`config.mk`:
```
export PLATFORM = sky130hd
export DESIGN_NAME = expiring_miss_table
export DESIGN_NICKNAME = d
export VERILOG_FILES = /design/src/design/emt_pkg.sv /design/src/design/emt_ctrl.sv /design/src/design/emt_dpath.sv /design/src/design/expiring_miss_table.sv
export SDC_FILE = /design/constraint.sdc
export NUM_CORES = 1
export LEC_CHECK = 0
export BUFFER_PORTS_ARGS = -buffer_cell sky130_fd_sc_hd__buf_2
export CELL_PAD_IN_SITES_DETAIL_PLACEMENT = 0
export CELL_PAD_IN_SITES_GLOBAL_PLACEMENT = 1
export CORE_MARGIN = 4
export CORE_UTILIZATION = 50
export CTS_CLUSTER_DIAMETER = 120
export DETAILED_ROUTE_END_ITERATION = 8
export PLACE_DENSITY_LB_ADDON = 0.1
export SLEW_MARGIN = 20
export SYNTH_ARGS = -nofsm -noshare
export SYNTH_HDL_FRONTEND = slang
export SYNTH_SLANG_ARGS = --single-unit
```
`constraint.sdc`:
```
create_clock -name clk -period 12.07 [get_ports clk]
set_clock_uncertainty 0.05 [all_clocks]
set_input_delay 1.8105 -clock clk [delete_from_list [all_inputs] [get_ports clk]]
set_output_delay 1.8105 -clock clk [all_outputs]
set_load 0.005 [all_outputs]
```
`src/design/emt_pkg.sv`:
```
// ----------------------------------------------------------------------------
// emt_pkg
// Shared types and constants for the expiring miss table.
// ----------------------------------------------------------------------------
package emt_pkg;

  localparam int DEPTH      = 8;
  localparam int IDX_W      = $clog2(DEPTH);
  localparam int ID_W       = 32;
  localparam int TIME_W     = 64;
  localparam int LIFE_W     = 32;
  localparam int FUNC_W     = 2;

  localparam logic [LIFE_W-1:0] LIFETIME_RESET = LIFE_W'(3000);

  typedef enum logic [FUNC_W-1:0] {
    OP_QUERY    = 2'd0,
    OP_REMEMBER = 2'd1,
    OP_FORGET   = 2'd2
  } op_t;

  typedef enum logic [1:0] {
    ST_IDLE,
    ST_SCAN,
    ST_FIN
  } state_t;

  // controller -> datapath
  typedef struct packed {
    logic load;   // capture the input item, restart the scan
    logic scan;   // visit one entry
    logic fin;    // commit remember write, load the result register
  } cmd_t;

  // datapath -> controller
  typedef struct packed {
    logic scan_last;    // entry being visited is the last one
    logic out_blocked;  // result register full and not taken this cycle
  } sts_t;

endpackage

```
`src/design/emt_ctrl.sv`:
```
// ----------------------------------------------------------------------------
// emt_ctrl
// Sequencer: accept, scan every entry, finish and hand over the result.
// ----------------------------------------------------------------------------
module emt_ctrl (
  input  logic          clk,
  input  logic          rst_n,
  input  logic          in_valid,
  output logic          in_ready,
  input  emt_pkg::sts_t sts,
  output emt_pkg::cmd_t cmd
);
  import emt_pkg::*;

  state_t state_r;
  state_t state_nxt;

  always_ff @(posedge clk) begin
    if (!rst_n) begin
      state_r <= ST_IDLE;
    end else begin
      state_r <= state_nxt;
    end
  end

  always_comb begin
    state_nxt = state_r;
    cmd       = '0;
    in_ready  = 1'b0;
    case (state_r)
      ST_IDLE: begin
        // no item taken while reset is held
        in_ready = rst_n;
        if (in_valid && in_ready) begin
          cmd.load  = 1'b1;
          state_nxt = ST_SCAN;
        end
      end
      ST_SCAN: begin
        cmd.scan = 1'b1;
        if (sts.scan_last) begin
          state_nxt = ST_FIN;
        end
      end
      ST_FIN: begin
        // hold until the result register has room
        if (!sts.out_blocked) begin
          cmd.fin   = 1'b1;
          state_nxt = ST_IDLE;
        end
      end
      default: begin
        state_nxt = ST_IDLE;
      end
    endcase
  end

endmodule

```
`src/design/emt_dpath.sv`:
```
// ----------------------------------------------------------------------------
// emt_dpath
// Entry table, scan compare, slot choice, lifetime register, result register.
// ----------------------------------------------------------------------------
module emt_dpath (
  input  logic                        clk,
  input  logic                        rst_n,
  input  emt_pkg::cmd_t               cmd,
  output emt_pkg::sts_t               sts,
  input  logic [emt_pkg::FUNC_W-1:0]  in_func,
  input  logic [emt_pkg::ID_W-1:0]    in_ident,
  input  logic [emt_pkg::TIME_W-1:0]  in_now_time,
  input  logic                        cfg_we,
  input  logic [emt_pkg::LIFE_W-1:0]  cfg_wdata,
  output logic                        out_valid,
  input  logic                        out_ready,
  output logic                        out_hit
);
  import emt_pkg::*;

  logic [ID_W-1:0]   ent_ident_r  [DEPTH];
  logic [TIME_W-1:0] ent_expiry_r [DEPTH];

  logic [LIFE_W-1:0] lifetime_r;
  logic [FUNC_W-1:0] func_r;
  logic [ID_W-1:0]   ident_r;
  logic [TIME_W-1:0] now_r;
  logic [IDX_W-1:0]  idx_r;
  logic              hit_r;
  logic              match_found_r;
  logic [IDX_W-1:0]  match_idx_r;
  logic              free_found_r;
  logic [IDX_W-1:0]  free_idx_r;
  logic              out_valid_r;
  logic              out_hit_r;

  logic [ID_W-1:0]   rd_ident;
  logic [TIME_W-1:0] rd_expiry;
  logic              id_eq;
  logic              live;
  logic              is_query;
  logic              is_remember;
  logic              is_forget;
  logic              forget_wr;
  logic              remember_wr;
  logic [IDX_W-1:0]  pick;
  logic [TIME_W-1:0] new_expiry;

  assign rd_ident    = ent_ident_r[idx_r];
  assign rd_expiry   = ent_expiry_r[idx_r];
  assign id_eq       = (rd_ident == ident_r);
  assign live        = (now_r < rd_expiry);
  assign is_query    = (func_r == OP_QUERY);
  assign is_remember = (func_r == OP_REMEMBER);
  assign is_forget   = (func_r == OP_FORGET);
  assign forget_wr   = cmd.scan && is_forget && id_eq;
  assign remember_wr = cmd.fin && is_remember;
  assign new_expiry  = now_r + TIME_W'(lifetime_r);

  // same ident first, then first empty or expired, else ident mod depth
  always_comb begin
    if (match_found_r) begin
      pick = match_idx_r;
    end else if (free_found_r) begin
      pick = free_idx_r;
    end else begin
      pick = IDX_W'(ident_r % DEPTH);
    end
  end

  assign sts.scan_last   = (idx_r == IDX_W'(DEPTH - 1));
  assign sts.out_blocked = out_valid_r && !out_ready;

  always_ff @(posedge clk) begin
    if (!rst_n) begin
      lifetime_r <= LIFETIME_RESET;
    end else if (cfg_we) begin
      lifetime_r <= cfg_wdata;
    end
  end

  // table: cleared at reset, one write per cycle at most
  always_ff @(posedge clk) begin
    if (!rst_n) begin
      for (int k = 0; k < DEPTH; k++) begin
        ent_ident_r[k]  <= '0;
        ent_expiry_r[k] <= '0;
      end
    end else if (forget_wr) begin
      ent_ident_r[idx_r]  <= '0;
      ent_expiry_r[idx_r] <= '0;
    end else if (remember_wr) begin
      ent_ident_r[pick]  <= ident_r;
      ent_expiry_r[pick] <= new_expiry;
    end
  end

  // item capture and scan bookkeeping
  always_ff @(posedge clk) begin
    if (cmd.load) begin
      func_r        <= in_func;
      ident_r       <= in_ident;
      now_r         <= in_now_time;
      idx_r         <= '0;
      hit_r         <= 1'b0;
      match_found_r <= 1'b0;
      free_found_r  <= 1'b0;
    end else if (cmd.scan) begin
      idx_r <= idx_r + IDX_W'(1);
      if (id_eq && live) begin
        hit_r <= 1'b1;
      end
      if (id_eq && !match_found_r) begin
        match_found_r <= 1'b1;
        match_idx_r   <= idx_r;
      end
      if ((rd_ident == '0 || !live) && !free_found_r) begin
        free_found_r <= 1'b1;
        free_idx_r   <= idx_r;
      end
    end
  end

  always_ff @(posedge clk) begin
    if (!rst_n) begin
      out_valid_r <= 1'b0;
    end else if (cmd.fin) begin
      out_valid_r <= 1'b1;
    end else if (out_ready) begin
      out_valid_r <= 1'b0;
    end
  end

  always_ff @(posedge clk) begin
    if (cmd.fin) begin
      out_hit_r <= is_query && hit_r;
    end
  end

  assign out_valid = out_valid_r;
  assign out_hit   = out_hit_r;

endmodule

```
`src/design/expiring_miss_table.sv`:
```
// ----------------------------------------------------------------------------
// expiring_miss_table
// Fully associative table of recently missed identifiers with expiry times.
// ----------------------------------------------------------------------------
// Timing: the result follows the scan of every entry (DEPTH = 8) and the finish
//   step that loads the result register. A new item is taken only once the
//   previous one is finished, since the single table read port is walked by
//   the scan one entry per cycle.
// Reset (rst_n low, synchronous): table cleared to zeros, lifetime back to
//   3000 ms, no result pending; ready for an item as soon as rst_n is high.
module expiring_miss_table (
  input  logic                        clk,
  input  logic                        rst_n,
  // input items
  input  logic                        in_valid,
  output logic                        in_ready,
  input  logic [emt_pkg::FUNC_W-1:0]  in_func,
  input  logic [emt_pkg::ID_W-1:0]    in_ident,
  input  logic [emt_pkg::TIME_W-1:0]  in_now_time,
  // result items
  output logic                        out_valid,
  input  logic                        out_ready,
  output logic                        out_hit,
  // lifetime register
  input  logic                        cfg_we,
  input  logic [emt_pkg::LIFE_W-1:0]  cfg_wdata
);
  import emt_pkg::*;

  cmd_t cmd;
  sts_t sts;

  // Sequencer. Idle takes an item; the scan visits every entry in turn:
  //   query    - any matching live entry sets the hit flag
  //   remember - notes the first matching slot and the first empty/expired one
  //   forget   - zeroes each matching entry as it is visited
  // The finish step writes a remembered entry and loads the result register;
  // it waits there only while a previous result is still held by the sink.
  emt_ctrl u_ctrl (
    .clk      (clk),
    .rst_n    (rst_n),
    .in_valid (in_valid),
    .in_ready (in_ready),
    .sts      (sts),
    .cmd      (cmd)
  );

  // Table, compare logic, expiry adder (wraps at 64 bits) and result register.
  emt_dpath u_dpath (
    .clk         (clk),
    .rst_n       (rst_n),
    .cmd         (cmd),
    .sts         (sts),
    .in_func     (in_func),
    .in_ident    (in_ident),
    .in_now_time (in_now_time),
    .cfg_we      (cfg_we),
    .cfg_wdata   (cfg_wdata),
    .out_valid   (out_valid),
    .out_ready   (out_ready),
    .out_hit     (out_hit)
  );

endmodule
```
==> metrics.cfg <==
[finish]
drive_gt1_share_pct=19.7
nNetsFinal=3324
post-route-util_pct=56.7
area_growth_pct=12.0
final_cells=4308
num_antenna_cells=0

[placement]
dp_cells=4123
place_congestion=0.807
dp_hpwl_um=67700
portBuffers=137

[floorplan]
start_util_pct=50.6
io_pins=138
dieArea_sq_um=89500
die_h_um=299
die_x_um=299
placementRows=106
core_sq_um=83800

[detailed_routing]
routed-wl-met2_um=58000
vias=25642
wl_per_cell_um=26.7
viasPerCell=5.95
drt_iter0_drc=2425
ant_nets=0
m1WireLength_um=46500
firstDrtPassIters=6
wl_met3_um=6580
routed_wl_um=115000
top_layer=met5
drc=0

[setup_path]
crit_path_frequent_cell=buf_4
crit_path_end_kind=flip-flop
start_kind=input port
critical-path-max-stage-delay_ns=0.93
worstPathCellList=buf_2 -> buf_4 -> and4b_2 -> buf_4 -> nand2_1 -> a21boi_4 -> buf_4 -> nand4b_1 -> o31a_2 -> nand2_4 -> buf_4
cpMaxStageDelayCell=buf_4
crit_required_ns=12.29
critical_path_arrival_ns=7.12
critPathMaxFanout=86
critical_path_class=input port to flip-flop
path_delay_family=buffers and inverters
path_buf_inv=5

[global_route]
antenna_found_initial=2
grt_pass1_wl_um=171000
grt_usage_pct=25.7
grt_max_degree=119
gr-total-overflow=0
grt_pass1_vias=27000

[cts]
post_cts.repair.setup_buffers=0
cts_sinks=917
hold_buffers=0
h-tree-depth=3
cts_buffer_depth=3
cts_tree=built
cts_root_buf=clkbuf_16
cts.repair.resized=0
clk_pin_slew_ns=0.06
clk_latency_ns=0.67
cts-buffers-inserted=99

[status]
status=finished, final reports clean

[power_and_ir_drop]
leakage_nw=16.4
vdd_ir_drop_max_mv=0.169
total_power_mw=8.78
p_per_area_nw_per_um2=185

[timing]
hold_slack_ns=0.417
hold_viol_final=0
maxSlewHeadroom_pct=27.9
finalSetupTns_ns=0
tightest_slew_ns=1.08
finalCritPeriodShare_pct=57.2
setup_viol=0
slew_viol_final=0
fin_crit_ns=6.90
clock.fmax_ghz=0.145
rsz0062_at_grt=false

[logic_synthesis]
synth_edf_count=873
synth_flop_cell=edfxtp_1
netlist_area_sq_um=42400
yosysSeqAreaShare_pct=63.9
synth_area_per_cell_sq_um=14.2
yosys.area.top_type=edfxtp_1
synth_area_leaders=edfxtp_1 (62%), mux4_2 (8.9%), nor2_1 (5.6%), mux2i_1 (4.0%), ha_1 (2.9%)
ys_ff_latch=917
synth_top_area_share_pct=61.8
ys_async_sr_fraction_pct=0
yosysUniqueCellTypes=72
synth_cells=2993
yosys_warnings=0
syn-num-nets=3226

[min_path]
hp-class=flip-flop to flip-flop

[flow_run]
maxCapViolations=0

-- per-stage QoR --
stage	cell area (sq um)	setup WS (ns)
6_report	47500	5.17
5_1_grt	47500	4.86
4_1_cts	47400	5.13
3_5_place_dp	44200	4.53
3_3_place_gp	44200	4.56
2_1_floorplan	42400	1.04
-- cells by family after synthesis --
kind of cell    Yosys count  synth area share [%]
simple gates           1112                  12.3
flops                   917                  63.9
mux                     338                  12.9
compound gates          231                  3.71
buf+inv                 203                  2.25
fa+ha+maj                98                  2.91
xor+xnor                 94                  1.94
-- routing by layer --
layer	global-route usage [%]	vias up
li1	-	11456
met1	33.7	13087
met2	44.5	897
met3	3.41	200
met4	8.87	2
met5	0	-
-- where the power goes --
| part | internal, mW | leakage, nW | switching [mW] | total (mW) |
|---|---|---|---|---|
| Clock | 1.79 | 1.59 | 1.26 | 3.05 |
| Sequential | 3.60 | 9.26 | 0.119 | 3.72 |
| Combinational | 0.832 | 5.50 | 1.17 | 2.01 |
-- path summary, 6_finish.rpt --
kind         slack, ns                           to  cells past startpoint          start
max               5.17  u_dpath.ent_expiry_r[0][58]                     11          rst_n
min               0.42                u_dpath.hit_r                      1  u_dpath.hit_r
max reg2reg       5.24  u_dpath.ent_expiry_r[4][55]                     10      flip-flop
min reg2reg       0.42                u_dpath.hit_r                      1  u_dpath.hit_r
-- state kept, by name, indices dropped and copies added, names as in the netlist, 3 cells and up, named ones only --
signal                count
u_dpath.ent_expiry_r    512
u_dpath.lifetime_r       32
u_dpath.idx_r             3
u_dpath.free_idx_r        3
u_dpath.match_idx_r       3
u_dpath.ent_ident_r     256
u_dpath.now_r            64
u_dpath.ident_r          32
-- cell type report --
cell class / count / area [sq um]
Clock buffer: 116 / 2550
Multi-Input combinational cell: 1873 / 14500
Fill cell: 6870 / 36300
Inverter: 14 / 55.1
Sequential cell: 917 / 27100
Tap cell: 1134 / 1420
Clock inverter: 68 / 702
Timing Repair Buffer: 186 / 1130
-- cell usage after synthesis, drive strengths merged, types with 10 or more instances --
cell type,number
or2,23
a21oi,69
mux2i,169
nor2b,31
nor3,150
dfxtp,44
xnor2,65
nand2,112
nand3,23
clkbuf,113
edfxtp,873
ha,97
buf,76
a211oi,17
nor2,692
inv,14
o21ai,21
a21o,37
a22oi,13
nand4,27
xor2,29
nor4,10
mux4,168
-- cells in the final DEF, fill, tap and decap left out, types with 16 or more instances in the layout --
| cell | n |
|---|---|
| nor2_4 | 59 |
| a211oi_1 | 17 |
| xnor2_1 | 65 |
| a21o_1 | 37 |
| xor2_1 | 29 |
| ha_1 | 97 |
| clkinv_1 | 21 |
| a21oi_1 | 68 |
| clkinv_2 | 23 |
| mux2i_1 | 169 |
| o21ai_0 | 20 |
| mux4_2 | 168 |
| dfxtp_1 | 41 |
| buf_4 | 42 |
| nor2_1 | 632 |
| nor3_1 | 150 |
| clkbuf_16 | 99 |
| nand3_1 | 19 |
| edfxtp_1 | 873 |
| nand4_1 | 26 |
| buf_2 | 137 |
| or2_2 | 23 |
| nand2_1 | 105 |
| nor2b_1 | 29 |
| clkbuf_1 | 16 |
No activity file was read; power rests on OpenSTA's default activity.
